**src/tvcp_pkg.sv**
```systemverilog
// ----------------------------------------------------------------------------
// tvcp_pkg
// Shared types and constants for the topic/value command parser.
// ----------------------------------------------------------------------------
package tvcp_pkg;

  localparam int TOPIC_LEN_DEF = 8;
  localparam int DIGIT_LEN     = 3;

  typedef enum logic {
    OP_RX_BYTE  = 1'b0,
    OP_CMP_EDGE = 1'b1
  } opcode_t;

  typedef enum logic [1:0] {
    KIND_NONE     = 2'd0,
    KIND_POSITION = 2'd1,
    KIND_TOGGLE   = 2'd2,
    KIND_LIGHT    = 2'd3
  } kind_t;

  // kind_flags bit positions
  localparam int FLAG_POS = 0;
  localparam int FLAG_TOG = 1;
  localparam int FLAG_LIT = 2;

  localparam logic [7:0] CH_LF    = 8'h0a;
  localparam logic [7:0] CH_CR    = 8'h0d;
  localparam logic [7:0] CH_COLON = 8'h3a;
  localparam logic [7:0] CH_SPACE = 8'h20;
  localparam logic [7:0] CH_BANG  = 8'h21;
  localparam logic [7:0] CH_ZERO  = 8'h30;

  localparam logic [63:0] KW_POS = "Position";
  localparam logic [63:0] KW_TOG = "Toggle";
  localparam logic [63:0] KW_LIT = "Light";
  localparam int KW_POS_LEN = 8;
  localparam int KW_TOG_LEN = 6;
  localparam int KW_LIT_LEN = 5;

  localparam logic [5:0] SERVO_RESET = 6'd48;
  localparam logic [5:0] SERVO_EDGE  = 6'd30;
  localparam logic [9:0] DAC_RESET   = 10'd656;

  // ceil(x/100) numerator is divided by 100 as (x * 1311) >> 17, exact for x < 4096
  localparam logic [21:0] RECIP_100 = 22'd1311;

  typedef struct packed {
    opcode_t    opcode;
    logic [7:0] rx_byte;
  } tvcp_in_t;

  typedef struct packed {
    logic [5:0] servo_duty;
    logic [9:0] dac_duty;
    logic       command_done;
    kind_t      topic_kind;
  } tvcp_out_t;

  function automatic logic [7:0] kw_char(input logic [63:0] kw, input int len,
                                         input int unsigned pos);
    logic [7:0] c;
    c = 8'h00;
    if (pos < len) c = kw[8*(len-1-pos) +: 8];
    return c;
  endfunction

endpackage

```
**src/topic_value_command_parser.sv**
```systemverilog
// ----------------------------------------------------------------------------
// topic_value_command_parser
// Parses '!' topic ':' value CR/LF messages and drives servo and DAC duty.
// ----------------------------------------------------------------------------
// Usage:
//   item channel (item_valid/item_stall/item): one transaction per received
//   serial byte (opcode OP_RX_BYTE) or comparator falling edge
//   (opcode OP_CMP_EDGE).
//   result channel (result_valid/result_stall/result): exactly one transaction
//   per item, carrying servo and DAC duty, the latched topic kind and a flag
//   that marks the byte which ended a message.
//   Path: a transaction accepted into the input register is loaded into
//   the result register once that register is empty or its result is taken,
//   and can be taken from then on; parser state is updated by a single level
//   of logic between the two.
//   Throughput: one item per cycle, limited only by the result side.
//   Reset (rst, synchronous) clears the buffers, index and topic kind, and
//   sets servo duty to 48 and DAC duty to 656; both channels go empty.
//   When result_stall is high while a result is valid the result register holds; the input register
//   still fills, after which item_stall rises until the result is taken.
// ----------------------------------------------------------------------------
module topic_value_command_parser
  import tvcp_pkg::*;
#(
  parameter int TOPIC_LEN = TOPIC_LEN_DEF
) (
  input  logic      clk,
  input  logic      rst,
  input  logic      item_valid,
  output logic      item_stall,
  input  tvcp_in_t  item,
  output logic      result_valid,
  input  logic      result_stall,
  output tvcp_out_t result
);

  localparam int IDX_W = $clog2(TOPIC_LEN + 1);

  logic     s1_valid;
  tvcp_in_t s1_item;
  logic     advance;

  logic              in_value_part, in_value_part_next;
  logic [IDX_W-1:0]  char_index, char_index_next;
  logic [7:0]        topic_buf [TOPIC_LEN];
  logic [7:0]        topic_buf_next [TOPIC_LEN];
  logic [7:0]        digit_buf [DIGIT_LEN];
  logic [7:0]        digit_buf_next [DIGIT_LEN];
  logic [2:0]        kind_flags, kind_flags_next;
  logic [5:0]        servo_level, servo_level_next;
  logic [9:0]        dac_level, dac_level_next;
  logic              done;
  kind_t             kind_code;

  logic signed [15:0] d0, d1, d2, value;
  logic [6:0]         v_pos, v_tog, v_sel;
  logic [10:0]        servo_num;
  logic [21:0]        servo_prod;
  logic [9:0]         v_lit;
  logic [9:0]         dac_calc;
  logic [2:0]         found, matched;
  logic               mp, mt, ml;
  logic [7:0]         b;

  assign advance    = s1_valid && (!result_valid || !result_stall);
  assign item_stall = s1_valid && !advance;

  always_ff @(posedge clk) begin
    if (rst) begin
      s1_valid <= 1'b0;
    end else if (item_valid && !item_stall) begin
      s1_valid <= 1'b1;
    end else if (advance) begin
      s1_valid <= 1'b0;
    end
    if (item_valid && !item_stall) begin
      s1_item <= item;
    end
  end

  // message value, topic match and servo/DAC duty calculation
  always_comb begin
    d0 = $signed({8'b0, digit_buf[0]}) - $signed({8'b0, CH_ZERO});
    d1 = $signed({8'b0, digit_buf[1]}) - $signed({8'b0, CH_ZERO});
    d2 = $signed({8'b0, digit_buf[2]}) - $signed({8'b0, CH_ZERO});
    if (digit_buf[2] == 8'h00) begin
      if (digit_buf[1] == 8'h00) value = d0;
      else                       value = 16'sd10 * d0 + d1;
    end else begin
      value = 16'sd100 * d0 + 16'sd10 * d1 + d2;
    end

    if (value > 16'sd100)     v_pos = 7'd100;
    else if (value < 16'sd0)  v_pos = 7'd0;
    else                      v_pos = value[6:0];
    v_tog = (value > 16'sd0) ? 7'd100 : 7'd0;

    found = 3'b000;
    for (int i = TOPIC_LEN - 1; i >= 0; i--) begin
      mp = (i < KW_POS_LEN) && (topic_buf[i] == kw_char(KW_POS, KW_POS_LEN, i));
      mt = (i < KW_TOG_LEN) && (topic_buf[i] == kw_char(KW_TOG, KW_TOG_LEN, i));
      ml = (i < KW_LIT_LEN) && (topic_buf[i] == kw_char(KW_LIT, KW_LIT_LEN, i));
      if (mp)      found = 3'(1 << FLAG_POS);
      else if (mt) found = 3'(1 << FLAG_TOG);
      else if (ml) found = 3'(1 << FLAG_LIT);
    end
    matched = (kind_flags != 3'b000) ? kind_flags : found;

    v_sel      = matched[FLAG_POS] ? v_pos : v_tog;
    servo_num  = 11'd18 * {4'b0, v_sel} + 11'd99;
    servo_prod = {11'b0, servo_num} * RECIP_100;

    v_lit = {3'b0, value[6:0]};
    if (value <= 16'sd10)      dac_calc = 10'd600 - 10'd15 * v_lit;
    else if (value <= 16'sd20) dac_calc = 10'd500 - 10'd5 * v_lit;
    else if (value <= 16'sd35) dac_calc = 10'd460 - 10'd3 * v_lit;
    else                       dac_calc = 10'd400 - ((10'd3 * v_lit + 10'd1) >> 1);
  end

  // state update for the item in the input register
  always_comb begin
    b                  = s1_item.rx_byte;
    in_value_part_next = in_value_part;
    char_index_next    = char_index;
    topic_buf_next     = topic_buf;
    digit_buf_next     = digit_buf;
    kind_flags_next    = kind_flags;
    servo_level_next   = servo_level;
    dac_level_next     = dac_level;
    done               = 1'b0;

    if (s1_item.opcode == OP_CMP_EDGE) begin
      servo_level_next = SERVO_EDGE;
    end else if (b == CH_LF || b == CH_CR) begin
      done            = 1'b1;
      char_index_next = '0;
      kind_flags_next = matched;
      for (int j = 0; j < TOPIC_LEN; j++) topic_buf_next[j] = 8'h00;
      for (int j = 0; j < DIGIT_LEN; j++) digit_buf_next[j] = 8'h00;
      if (matched[FLAG_POS] || matched[FLAG_TOG]) begin
        servo_level_next = SERVO_RESET - {1'b0, servo_prod[21:17]};
      end else if (matched[FLAG_LIT] && value >= 16'sd1 && value <= 16'sd100) begin
        dac_level_next = dac_calc;
      end
    end else if (b == CH_COLON || b == CH_SPACE) begin
      in_value_part_next = 1'b1;
      char_index_next    = '0;
    end else if (b == CH_BANG) begin
      in_value_part_next = 1'b0;
      char_index_next    = '0;
      kind_flags_next    = 3'b000;
    end else if (in_value_part) begin
      if (char_index < IDX_W'(DIGIT_LEN)) begin
        for (int j = 0; j < DIGIT_LEN; j++) begin
          if (char_index == IDX_W'(j)) digit_buf_next[j] = b;
        end
        char_index_next = char_index + IDX_W'(1);
      end
    end else begin
      if (char_index < IDX_W'(TOPIC_LEN)) begin
        for (int j = 0; j < TOPIC_LEN; j++) begin
          if (char_index == IDX_W'(j)) topic_buf_next[j] = b;
        end
        char_index_next = char_index + IDX_W'(1);
      end
    end

    if (kind_flags_next[FLAG_POS])      kind_code = KIND_POSITION;
    else if (kind_flags_next[FLAG_TOG]) kind_code = KIND_TOGGLE;
    else if (kind_flags_next[FLAG_LIT]) kind_code = KIND_LIGHT;
    else                                kind_code = KIND_NONE;
  end

  always_ff @(posedge clk) begin
    if (rst) begin
      in_value_part <= 1'b0;
      char_index    <= '0;
      kind_flags    <= 3'b000;
      servo_level   <= SERVO_RESET;
      dac_level     <= DAC_RESET;
      for (int j = 0; j < TOPIC_LEN; j++) topic_buf[j] <= 8'h00;
      for (int j = 0; j < DIGIT_LEN; j++) digit_buf[j] <= 8'h00;
    end else if (advance) begin
      in_value_part <= in_value_part_next;
      char_index    <= char_index_next;
      kind_flags    <= kind_flags_next;
      servo_level   <= servo_level_next;
      dac_level     <= dac_level_next;
      topic_buf     <= topic_buf_next;
      digit_buf     <= digit_buf_next;
    end
  end

  always_ff @(posedge clk) begin
    if (rst) begin
      result_valid <= 1'b0;
    end else if (advance) begin
      result_valid <= 1'b1;
    end else if (!result_stall) begin
      result_valid <= 1'b0;
    end
    if (advance) begin
      result.servo_duty   <= servo_level_next;
      result.dac_duty     <= dac_level_next;
      result.command_done <= done;
      result.topic_kind   <= kind_code;
    end
  end

`ifndef NO_ASSERTIONS
  a_kind_onehot: assert property (@(posedge clk) disable iff (rst)
    $onehot0(kind_flags))
    else $error("more than one topic kind latched");

  a_servo_range: assert property (@(posedge clk) disable iff (rst)
    servo_level >= SERVO_EDGE && servo_level <= SERVO_RESET)
    else $error("servo level out of range");

  a_dac_range: assert property (@(posedge clk) disable iff (rst)
    dac_level >= 10'd250 && dac_level <= DAC_RESET)
    else $error("dac level out of range");

  a_index_sat: assert property (@(posedge clk) disable iff (rst)
    char_index <= IDX_W'(TOPIC_LEN))
    else $error("char index past buffer length");

  a_done_clears: assert property (@(posedge clk) disable iff (rst)
    (advance && done) |=> (char_index == '0 && result.command_done))
    else $error("message end did not reset the index");
`endif

endmodule
```
**config.mk**
```make
export PLATFORM = sky130hd
export DESIGN_NAME = topic_value_command_parser
export DESIGN_NICKNAME = d
export VERILOG_FILES = /design/src/tvcp_pkg.sv /design/src/topic_value_command_parser.sv
export SDC_FILE = /design/constraint.sdc
export NUM_CORES = 1
export LEC_CHECK = 0
export ABC_AREA = 1
export BUFFER_PORTS_ARGS = -buffer_cell sky130_fd_sc_hd__buf_2
export CORE_MARGIN = 1
export CORE_UTILIZATION = 45
export DETAILED_ROUTE_END_ITERATION = 12
export PLACE_DENSITY_LB_ADDON = 0.3
export SYNTH_ARGS = -nofsm -noshare
export SYNTH_HDL_FRONTEND = slang
export SYNTH_SLANG_ARGS = --single-unit
```
**constraint.sdc**
```tcl
create_clock -name clk -period 12.4 [get_ports clk]
set_input_delay 1.24 -clock clk [delete_from_list [all_inputs] [get_ports clk]]
set_output_delay 1.24 -clock clk [all_outputs]
set_load 0.05 [all_outputs]
```
### Word-level counts from Yosys, hierarchy flattened

Index checks and enable logic that the tools add are counted.

* register bits: 142
* input port bits: 13
* output and inout bits: 21
* logic and storage cells: 205

* add/sub/neg operators: 14
* $mul: 8
* order comparisons: 10
* equal/unequal tests: 33
* muxes and demuxes: 70
* bitwise logic cells: 2
* reductions and logical operators: 44

Operator list (number)
* $mux 64: 5
* $eq 8x7->1 const B: 16
* $mux 24: 5
* $reduce_and 7->1: 11
* $mux 10: 7
* $mux 8: 8
* $mux 3: 18
* $mux 16: 2
* $mux 7: 4
* $sub 8x6->9 const B: 3
* $mul 4x9->13 const A: 2
* $reduce_bool 2->1: 13
* $eq 8x6->1 const B: 3
* $mux 4: 6
* $mul 11x11->22 const B: 1
* $mul 4x7->10 const A: 2
* $sub 9x9->10 const A: 2
* $mux 6: 3
* $add 16x14->16: 1
* $add 16x9->16: 1
* $eq 4x3->1 const B: 4
* $eq 8x4->1 const B: 2
* $ge 16x2->1 const B: 1
* $gt 16x1->1 const B: 1
* other kinds (34): 60

### Longest topological paths before layout

Gate-level depths: netlist of run 1.

* depth after elaboration: 26
* gate-level depth with buffers: 68

### Worst setup path after synthesis of run 1

No wires, ideal clock.

* path kind: flip-flop to flip-flop
* from: register digit_buf[20] (netlist name)
* to: register result[17] (netlist name) (data pin)
* arrival: 11.068 ns
* slack: 1.063 ns
* cell stages (with the launch flop): 61
* path buffers: 0
* clock period less this slack: 11.337 ns
* cell sequence: dfxtp_1 inv_1 ha_1 inv_1 ha_1 fa_1 ha_1 ha_1 inv_1 o21bai_1 nand2_1 nand2_1 a21oi_1 xor2_1 fa_1 inv_1 ha_1 inv_1 [25 not listed] fa_1 ha_1 inv_1 fa_1 fa_1 fa_1 inv_1 ha_1 a21oi_1 o21ai_0 a21oi_1 o21ai_0 a31oi_1 xor2_1 nand3_1 xor2_1 nand2_1 nand3_1

* word-level cells in the longest chain between the ends: 16
* elaborated cells between the ends (all ways): 22
* classes of those cells: add/sub (6); mul (4); order compare (3); mux (9)

RTL lines
* start, declared: line topic_value_command_parser.sv:47 `logic [7:0] digit_buf [DIGIT_LEN];`
* start signal, assigned: line topic_value_command_parser.sv:190 `digit_buf <= digit_buf_next;`
* $sub 8x6->9 *: line topic_value_command_parser.sv:83 `d0 = $signed({8'b0, digit_buf[0]}) - $signed({8'b0, CH_ZERO});`
* $mul 6x9->14 or $mul 4x9->13 (tied branches): line topic_value_command_parser.sv:90, topic_value_command_parser.sv:88
* $add 16x14->16 or $add 14x9->15 (tied branches): line topic_value_command_parser.sv:90, topic_value_command_parser.sv:88
* $add 16x9->16 or $mux 16 (tied branches): line topic_value_command_parser.sv:90, topic_value_command_parser.sv:87
* $mux 16 *: line topic_value_command_parser.sv:86 `if (digit_buf[2] == 8'h00) begin`
* $lt 16x1->1: line topic_value_command_parser.sv:94 `else if (value < 16'sd0) v_pos = 7'd0;`
* $mux 7: line topic_value_command_parser.sv:94
* $mux 7: line topic_value_command_parser.sv:93 `if (value > 16'sd100) v_pos = 7'd100;`
* $mux 7 *: line topic_value_command_parser.sv:109 `v_sel = matched[FLAG_POS] ? v_pos : v_tog;`
* $mul 4x7->10 *: line topic_value_command_parser.sv:110 `servo_num = 11'd18 * {4'b0, v_sel} + 11'd99;`
* $add 11x7->11 *: line topic_value_command_parser.sv:110
* $mul 11x11->22 *: line topic_value_command_parser.sv:111 `servo_prod = {11'b0, servo_num} * RECIP_100;`
* $sub 6x5->6 *: line topic_value_command_parser.sv:141 `servo_level_next = SERVO_RESET - {1'b0, servo_prod[21:17]};`
* $mux 6 *: line topic_value_command_parser.sv:140 `if (matched[FLAG_POS] || matched[FLAG_TOG]) begin`
* $mux 6 *: line topic_value_command_parser.sv:134 `end else if (b == CH_LF || b == CH_CR) begin`
* $mux 6 *: line topic_value_command_parser.sv:132 `if (s1_item.opcode == OP_CMP_EDGE) begin`
* net servo_level_next[4]: line topic_value_command_parser.sv:50 `logic [5:0] servo_level, servo_level_next;`
* end, declared: line topic_value_command_parser.sv:34 `output tvcp_out_t result`

The timed path passes the listed nets; every way through them passes the cells marked *.
A chain may end at the register's enable or synchronous reset.

### Worst setup path after layout of run 1

Ends and elaborated chain as after synthesis.

==> flow_summary_export.csv, run 1 <==
group,metric,value,unit
sta,max_slew_margin,0.431,
clock_tree,root_buffer,"clkbuf_16",
logic_synthesis,synth_area_leader_cell,"ha_1",
placed_design,place_ws,0.151,ns
setup_path,critical_path.startpoint_type,"flip-flop",
outcome,status,"finished clean",
floorplanning,start_util,0.460,
grt,overflow,0,
floorplanning,coreArea,33700,µm²
setup_path,slowest_delay,0.55,ns
setup_path,cp.required,12.56,ns
logic_synthesis,synth-edff-count,28,
placed_design,port_buffers,33,
sta,report.final.setup_viol,0,
sta,final.min_clock_period,11.75,ns
floorplanning,placementRows,67,
grt,antenna_found_initial,0,
grt,grt_pass1_vias,13300,
clock_tree,cts_buffer_depth,2,
layout,stdcell_area,17000,µm²
logic_synthesis,synth-compound-area-share,0.120,
grt,track_usage,0.216,
drt,first_pass_iters,5,
logic_synthesis,syn_inst,2180,
floorplanning,ios,34,
logic_synthesis,synth_top_area_frac,0.188,
setup_path,worstPathMaxFanout,6,
logic_synthesis,synth_warnings,0,
placed_design,placed_cell_area,16200,µm²
drt,vias,13700,
setup_path,worst-setup-path-type,"reg2reg",
logic_synthesis,synthXorXnorAreaFrac,0.0417,
logic_synthesis,synthSimpleGateAreaFrac,0.251,
layout,final_cell_mix,"nand2_1 (398), inv_1 (367), nor2_1 (227), ha_1 (227), a21oi_1 (170)",
clock_tree,cts_buffers,17,
layout,fillers,3275,
min_path,hold_start,"topic_buf[23]",
logic_synthesis,avgSynthCellArea,7.11,µm²
layout,nets,2531,
sta,tightest_slew,0.850,ns
logic_synthesis,synth_fa_ha_area_frac,0.278,
drt,postRouteAntennaNets,0,
setup_path,rrSetupSlack,0.65,ns
layout,layout_commonest_cell,"nand2_1",
layout,drive_gt1_frac,0.0857,
clock_tree,htree_levels,4,
setup_path,rr_endpoint,"result[17]",
logic_synthesis,synth_cell_types,51,
clock_tree,cts_num_sinks,142,
min_path,hold_class,"reg2reg",
drt,drt_iter0_drc,755,
drt,avgRoutedWirePerCell,13.9,µm
grt,grt_pass1_wl,63000,µm
grt,grt_max_degree,94,
logic_synthesis,synth.area.top_cells,"ha_1 (19%), dfxtp_1 (15%), nand2_1 (9.7%), fa_1 (9.0%), inv_1 (9.0%)",
logic_synthesis,syn_nets,2496,
logic_synthesis,synthMuxAreaShare,0,
logic_synthesis,seq_area_frac_synth,0.201,
power,power.leakage,8.56,nW
clock_tree,cts_tree,"built",
logic_synthesis,syn_area,15500,µm²
sta,clock.fmax,85.1,MHz
setup_path,critPathSlowestCell,"fa_1",
floorplanning,die_area,35200,µm²
layout,syn_to_final_growth,9.83,%
sta,finalWorstSetupSlack,0.646,ns
drt,drcViolationCount,0,
clock_tree,clkTransAtPathRegs,0.07,ns
logic_synthesis,async_flop_share,0,
min_path,min_to,"topic_buf[23]",
clock_tree,clk_latency,0.43,ns
logic_synthesis,ys_ff_latch,142,
layout,utilization,0.505,
setup_path,crit_start,"digit_buf[20]",
floorplanning,die_w,188,µm
setup_path,reg2reg_from,"digit_buf[20]",
placed_design,gp_congestion,0.927,
power,peakVddDrop,0.102,mV
clock_tree,cts_hold_buf,0,
placed_design,dp_hpwl,29300,µm
setup_path,r2r_cells,58,
setup_path,crit_arrival,11.91,ns
floorplanning,fp.dieH,188,µm
layout,n_antenna_cell,0,
logic_synthesis,synth_top_family_by_area,"adder cells",
sta,whs,0.468,ns
sta,fin_worst_skew,0.00699,ns
drt,vias_per_cell,5.11,
setup_path,end_kind,"flip-flop",
logic_synthesis,ys.flop_type,"dfxtp_1",
sta,min_period_over_period,0.948,
min_path,min_path_cells,2,
power,power_density,67.0,nW/µm²
flow_run,drv_cap,0,
drt,finalWirelength,37200,µm
setup_path,path_common_cell,"nand2_1",
sta,finalHoldViolCount,0,
sta,report.final.slew_viol_count,0,
layer usage:
metal | GRT usage | share of wire | vias to the layer above
met5 | 0 | 0 | -
met4 | 0.0613 | 0.017 | 0
met3 | 0.0185 | 0.038 | 43
met2 | 0.371 | 0.47 | 251
met1 | 0.289 | 0.48 | 6277
li1 | - | - | 7098
how the worst max path moves through the flow:
stage / cells after the start / slack, ns / to
after floorplan: 60 / 1.06 / result[17]
after global placement: 61 / 0.44 / result[17]
after detailed placement: 61 / 0.15 / result[17]
after CTS: 60 / 0.08 / result[17]
after global routing: 58 / -0.04 / result[17]
final: 58 / 0.65 / result[17]
power by group:
part	total, mW	switching [mW]	internal (mW)
combinational	0.144	0.0961	0.0482
clock	0.502	0.218	0.284
sequential	0.495	0.0107	0.485
total	1.14	0.325	0.816
worst max-delay path, delay by kind of cell (launching register included):
kind            cells  cell delay, ns
buf+inv             7            0.58
simple gates       20            2.05
xor+xnor            5            1.16
flops               1            0.39
compound gates     11            1.65
fa+ha+maj          15            5.64
final cells by class:
| cell class | instances | area (µm²) | area share |
|---|---|---|---|
| inverter | 390 | 1470 | 0.0865 |
| clock buffer | 18 | 429 | 0.0252 |
| multi-input combinational | 1607 | 10900 | 0.642 |
| timing repair buffer | 57 | 345 | 0.0203 |
| sequential | 142 | 3130 | 0.184 |
| clock inverter | 14 | 151 | 0.00889 |
| tap | 448 | 561 | 0.0329 |
Yosys cell counts (all sizes together), types with 3 or more instances:
cell    instances
xnor2          24
nand2         419
a21o            3
inv           385
nor3           13
nand3b          4
xor2           49
nand3         141
clkinv          5
buf            10
a31oi           8
nor2          249
edfxtp         28
or2             9
a211oi          4
o21bai         10
a21oi         175
ha            233
fa             70
nand4          32
nor4           12
o21ai         140
dfxtp         114
clkbuf         31
state kept, by name, summed over array words and instances (netlist names):
name	flops
b	8
char_index	4
dac_level	10
digit_buf	24
in_value_part	1
kind_flags	3
result	19
result_valid	1
s1_item	1
s1_valid	1
servo_level	6
topic_buf	64
cell families after synthesis:
family	count (synthesis)
flip-flops	142
buffers and inverters	431
AND/OR/NAND/NOR	882
adder cells (fa/ha/maj)	303
AO/OA/AOI/OAI	349
XOR/XNOR	73
metrics by stage:
stage / total power [mW] / cells / TNS (ns)
final: 1.14 / 2676 / 0
after global routing: 1.19 / 2676 / -0.0745
after CTS: 1.15 / 2668 / 0
after detailed placement: 0.648 / 2636 / 0
after global placement: 0.645 / 2636 / 0
after floorplan: 0.612 / 2180 / 0
timing repair:
| action | 4_1_cts | 5_1_grt |
|---|---|---|
| buffers inserted | 0 | 8 |
| setup endpoints to repair | 0 | 12 |
| gates resized for setup | 0 | 45 |
Note: power is estimated with default switching activity, not from simulation.
==> run 2: changes to the inputs <==
Clock period 12.4 ns to 11.6 ns, I/O delays scaled along.
==> run 2 against run 1 <==
- cell area up 4.3%
- combinational power up 19%
- total power up 11%
- die area unchanged
- via count up 2.5%
- fmax up 6.9%
==> flow_summary_export.csv, run 2 (synthesis results as in run 1) <==
group,metric,value,unit
sta,fin_worst_skew,0.0112,ns
power,finalPower,1.26,mW
drt,drcViolationCount,0,
floorplanning,die_w,188,µm
floorplanning,ios,34,
clock_tree,root_buffer,"clkbuf_16",
clock_tree,cts_num_sinks,142,
drt,postRouteAntennaNets,0,
layout,utilization,0.527,
drt,avgRoutedWirePerCell,14.2,µm
placed_design,gp_congestion,0.977,
placed_design,dp_hpwl,30100,µm
layout,layout_commonest_cell,"nand2_1",
placed_design,port_buffers,33,
grt,grt_max_degree,94,
grt,grt_pass1_wl,63800,µm
min_path,hold_class,"reg2reg",
layout,drive_gt1_frac,0.124,
grt,overflow,0,
layout,final_cell_mix,"nand2_1 (396), inv_1 (366), nor2_1 (224)",
layout,n_antenna_cell,0,
power,power_density,71.2,nW/µm²
power,p_clk_frac,0.445,
power,p_switching,361,µW
clock_tree,cts_buffer_depth,2,
power,combPwrFrac,0.136,
floorplanning,die_area,35200,µm²
clock_tree,htree_levels,4,
setup_path,worst-setup-path-type,"reg2reg",
outcome,status,"finished clean",
clock_tree,cts_buffers,17,
sta,min_period_over_period,0.948,
drt,drt_iter0_drc,730,
flow_run,drv_cap,0,
floorplanning,start_util,0.460,
sta,finalHoldViolCount,0,
setup_path,path_common_cell,"nand2_1",
placed_design,placed_cells,2667,
clock_tree,clk_latency,0.44,ns
floorplanning,fp.dieH,188,µm
drt,finalWirelength,38600,µm
setup_path,rrSetupSlack,0.60,ns
sta,report.final.slew_viol_count,0,
floorplanning,placementRows,67,
setup_path,critPathSlowestCell,"fa_1",
layout,fin_cells,2719,
power,peakVddDrop,0.108,mV
drt,vias_per_cell,5.15,
clock_tree,cts_tree,"built",
setup_path,worstPathMaxFanout,6,
clock_tree,clkTransAtPathRegs,0.07,ns
clock_tree,cts_hold_buf,0,
drt,first_pass_iters,5,
layout,syn_to_final_growth,14.6,%
floorplanning,coreArea,33700,µm²
drt,vias,14000,
power,switching_share,0.285,
grt,antenna_found_initial,1,
power,power.leakage,8.79,nW
grt,track_usage,0.220,
setup_path,crit_arrival,11.17,ns
sta,final.min_clock_period,11.00,ns
grt,grt_pass1_vias,13400,
sta,max_slew_margin,0.432,
setup_path,cp.required,11.77,ns
layout,largestRegisters,"topic_buf x64, digit_buf x24, result x19",
layout,largest_reg_flops,64,
power,pwr-share-seq,0.419,
setup_path,slowest_delay,0.52,ns
sta,clock.fmax,90.9,MHz
setup_path,critical_path.startpoint_type,"flip-flop",
power,p_int,904,µW
layout,nets,2574,
sta,tightest_slew,0.848,ns
sta,report.final.setup_viol,0,
setup_path,end_kind,"flip-flop",
sta,rsz0062_at_grt,"true",
layout,regMostFlops,"topic_buf",
==> run 2: cell types whose count changed in the layout (fill, tap and decap cells not counted), moves of 3 or more <==
cell     delta
o21ai_1     +4
ha_4       +22
inv_8       +3
a21oi_2     +6
xor2_2      +3
nand2_2     +3
ha_1       -25
o21ai_0     -5
a21oi_1     -8
buf_4      +42
ha_2        +3
nor2_1      -3
==> run 2: area by class of cell <==
class	instances	area (µm²)
Fill cell	3226	15900
Multi-Input combinational cell	1607	11300
Sequential cell	142	3130
Inverter	390	1470
Timing Repair Buffer	100	672
Tap cell	448	561
Clock buffer	17	425
Clock inverter	15	176
==> run 2: power by group through the flow <==
stage               registers (mW)  clock network (mW)  logic, mW
floorplan                    0.547                   0      0.107
global placement             0.540                   0      0.150
global route                 0.531               0.592      0.195
finish                       0.530               0.563      0.172
CTS                          0.530               0.569      0.156
detailed placement           0.540                   0      0.154
==> run 2: worst paths after layout <==
| path | startpoint | end | depth (start not counted) |
|---|---|---|---|
| setup / recovery | digit_buf[20] | result[17] | 60 |
| hold / removal | topic_buf[23] | topic_buf[23] | 2 |
| setup reg to reg | digit_buf[20] | result[17] | 60 |
| hold reg to reg | topic_buf[23] | topic_buf[23] | 2 |
==> run 2: per-stage QoR <==
step / area (µm²) / TNS [ns] / setup slack [ns] / hold WS (ns)
global placement: 16400 / 0 / 0.0325 / 0.449
floorplan: 15500 / 0 / 0.263 / 0.430
global route: 17800 / -0.227 / -0.0717 / 0.503
CTS: 17000 / 0 / 0.0337 / 0.462
finish: 17800 / 0 / 0.603 / 0.463
detailed placement: 16400 / -0.851 / -0.201 / 0.452
==> run 2: layer usage <==
| metal | track usage | routed length (µm) | vias to the layer above |
|---|---|---|---|
| met1 | 0.294 | 18000 | 6474 |
| li1 | - | - | 7176 |
| met2 | 0.374 | 18200 | 303 |
| met3 | 0.0264 | 1640 | 56 |
| met5 | 0 | 0 | - |
| met4 | 0.0616 | 761 | 0 |
==> run 2: timing repair <==
item	CTS	global route
setup buffers	2	18
setup endpoints to repair	10	12
pin swaps	4	45
gates resized for setup	7	95
==> run 2: critical path: cells and delay by family, from the launching register on <==
family,cells,cell delay [ns]
adder cells (fa/ha/maj),14,4.93
AND/OR/NAND/NOR,22,2.24
AO/OA/AOI/OAI,9,1.31
buffers and inverters,11,1.09
XOR/XNOR,4,0.76
flip-flops,1,0.35
==> run 3: changes to the inputs <==
Settings changed: ABC_AREA 1 to 0, PLACE_DENSITY_LB_ADDON 0.3 to not set.
==> run 3 against run 2 <==
- combinational power down 53%
- hold slack worse by 0.0075 ns
- synthesized cell count down 22%
- wire length down 3.1%
- worst setup slack worse by 0.41 ns
- sequential share of layout area down 0.12 points
- first-iteration DRC count down 7.1%
- cell area up 0.95%
- highest routed layer unchanged
- die area down 3.4%
- final cell count down 16%
- core utilization up 2.3 points
- critical path type unchanged
- fmax down 3.6%
==> flow_summary_export.csv, run 3 <==
group,metric,value,unit
grt,grt_max_degree,106,
clock_tree,clkTransAtPathRegs,0.06,ns
sta,min_period_over_period,0.983,
logic_synthesis,synth_top_area_frac,0.195,
logic_synthesis,yosys-top-cells-count,"ha_1 (233), inv_1 (193), nor2_1 (167)",
power,power.leakage,8.44,nW
layout,multi_input_area,11700,µm²
floorplanning,fp.dieH,184,µm
setup_path,worstPathMaxFanout,4,
layout,largestRegisters,"topic_buf x64, digit_buf x24, result x19",
sta,max_slew_margin,0.207,
power,peakVddDrop,0.100,mV
drt,drcViolationCount,0,
setup_path,path_common_cell,"fa_1",
setup_path,critPathSlowestCell,"fa_1",
setup_path,critPathBufInv,7,
setup_path,r2r_cells,50,
layout,largest_reg_flops,64,
drt,finalWirelength,37400,µm
layout,syn_to_final_growth,19.8,%
logic_synthesis,synth-edff-count,28,
floorplanning,placementRows,66,
grt,track_usage,0.227,
sta,final.min_clock_period,11.40,ns
logic_synthesis,synth_area_leader_cell,"ha_1",
grt,grt_pass1_wl,61400,µm
sta,report.final.setup_viol,0,
floorplanning,die_w,184,µm
setup_path,crit_family,"adder cells",
logic_synthesis,async_flop_share,0,
logic_synthesis,syn_area,15000,µm²
flow_run,drv_cap,0,
placed_design,gp_congestion,0.884,
layout,n_antenna_cell,0,
drt,postRouteAntennaNets,0,
clock_tree,root_buffer,"clkbuf_16",
setup_path,cp.required,11.78,ns
sta,fin_worst_skew,0.0118,ns
grt,antenna_found_initial,0,
grt,grt_pass1_vias,12300,
layout,nets,2156,
grt,overflow,0,
setup_path,slowest_delay,0.51,ns
setup_path,worst-setup-path-type,"reg2reg",
logic_synthesis,synth_warnings,0,
sta,clock.fmax,87.7,MHz
layout,layout_commonest_cell,"ha_1",
layout,final_cell_mix,"ha_1 (209), inv_1 (182), nor2_1 (161)",
sta,report.final.slew_viol_count,0,
layout,regMostFlops,"topic_buf",
sta,finalHoldViolCount,0,
layout,drive_gt1_frac,0.185,
drt,vias,12400,
floorplanning,die_area,34000,µm²
logic_synthesis,ys.flop_type,"dfxtp_1",
clock_tree,cts_buffers,17,
clock_tree,cts_num_sinks,142,
layout,fillers,2990,
logic_synthesis,syn_inst,1690,
logic_synthesis,synth_most_common_cell,"ha_1",
logic_synthesis,synth.area.top_cells,"ha_1 (19%), dfxtp_1 (15%), fa_1 (9.4%), mux2i_1 (6.6%), edfxtp_1 (5.6%)",
sta,tightest_slew,1.17,ns
floorplanning,coreArea,32600,µm²
min_path,hold_class,"reg2reg",
sta,fin_tns_setup,0,ns
min_path,min_path_cells,2,
logic_synthesis,syn_nets,2006,
floorplanning,ios,34,
drt,first_pass_iters,5,
clock_tree,htree_levels,4,
sta,rsz0062_at_grt,"true",
logic_synthesis,synth_cell_types,88,
placed_design,dp_hpwl,29300,µm
logic_synthesis,avgSynthCellArea,8.86,µm²
setup_path,end_kind,"flip-flop",
clock_tree,cts_hold_buf,0,
placed_design,port_buffers,33,
clock_tree,cts_tree,"built",
outcome,status,"finished clean",
setup_path,critical_path.startpoint_type,"flip-flop",
setup_path,critical_path_depth,50,
placed_design,place_ws,-0.470,ns
drt,drt_iter0_drc,678,
floorplanning,start_util,0.459,
sta,finalWorstSetupSlack,0.198,ns
clock_tree,cts_buffer_depth,2,
layout,seq_area,3140,µm²
logic_synthesis,ys_ff_latch,142,
drt,vias_per_cell,5.39,
logic_synthesis,seq_area_frac_synth,0.209,
setup_path,crit_arrival,11.58,ns
clock_tree,clk_latency,0.43,ns
power,power_density,64.3,nW/µm²
drt,avgRoutedWirePerCell,16.3,µm
[run 3: repair_timing]
item | in CTS | in global routing
pin swaps | 37 | 73
gates resized for setup | 36 | 64
setup endpoints to repair | 10 | 12
buffers inserted | 10 | 8
[run 3: logic make-up (layout without fill, tap and decap cells)]
logic type,count (synthesis),count (layout),share of synthesized area
fa+ha+maj,303,303,0.288
mux,104,104,0.0700
compound gates,328,328,0.149
buf+inv,237,400,0.0603
simple gates,458,458,0.152
flops,142,142,0.209
xor+xnor,118,118,0.0714
[run 3: worst paths after layout]
kind	from	endpoint	slack, ns
worst max-delay path	digit_buf[21]	result[18]	0.20
worst min-delay path	dac_level[8]	dac_level[8]	0.46
worst max register to register	digit_buf[21]	result[18]	0.20
worst min register to register	dac_level[8]	dac_level[8]	0.46
[run 3: final cells by class]
| type | count | share of cell area |
|---|---|---|
| clock buffer | 19 | 0.0242 |
| clock inverter | 13 | 0.00893 |
| inverter | 196 | 0.0410 |
| multi-input combinational | 1311 | 0.652 |
| sequential | 142 | 0.175 |
| tap | 442 | 0.0309 |
| timing repair buffer | 172 | 0.0678 |
[run 3: layer usage]
metal / global-route usage / vias to the layer above / wire (µm)
li1: - / 6187 / -
met1: 0.308 / 5976 / 18400
met2: 0.386 / 181 / 17500
met3: 0.0277 / 29 / 1100
met4: 0.0437 / 0 / 407
met5: 0 / - / 0
[run 3: where the power goes]
group | total, mW | switching (mW) | internal [mW]
Combinational | 0.0815 | 0.0520 | 0.0295
Clock | 0.552 | 0.214 | 0.338
Sequential | 0.519 | 0.00869 | 0.510
[run 3: worst register-to-register path, delay by kind of cell (launching register included)]
kind                     cells  cell delay (ns)
AO/OA/AOI/OAI               17             2.98
XOR/XNOR                     5             0.83
adder cells (fa/ha/maj)     14             4.87
buffers and inverters        7             0.79
flip-flops                   1             0.37
multiplexers                 1             0.15
AND/OR/NAND/NOR              6             1.16
[run 3: through the flow]
step / total power, mW / cell area, µm² / utilization / instances / hold WS (ns)
3_3_place_gp: 0.605 / 16600 / 0.509 / 2245 / 0.438
3_5_place_dp: 0.606 / 16600 / 0.509 / 2245 / 0.447
6_report: 1.15 / 17900 / 0.550 / 2295 / 0.455
2_1_floorplan: 0.579 / 15100 / - / 1690 / 0.429
4_1_cts: 1.16 / 17500 / 0.536 / 2287 / 0.455
5_1_grt: 1.20 / 17900 / 0.550 / 2295 / 0.469
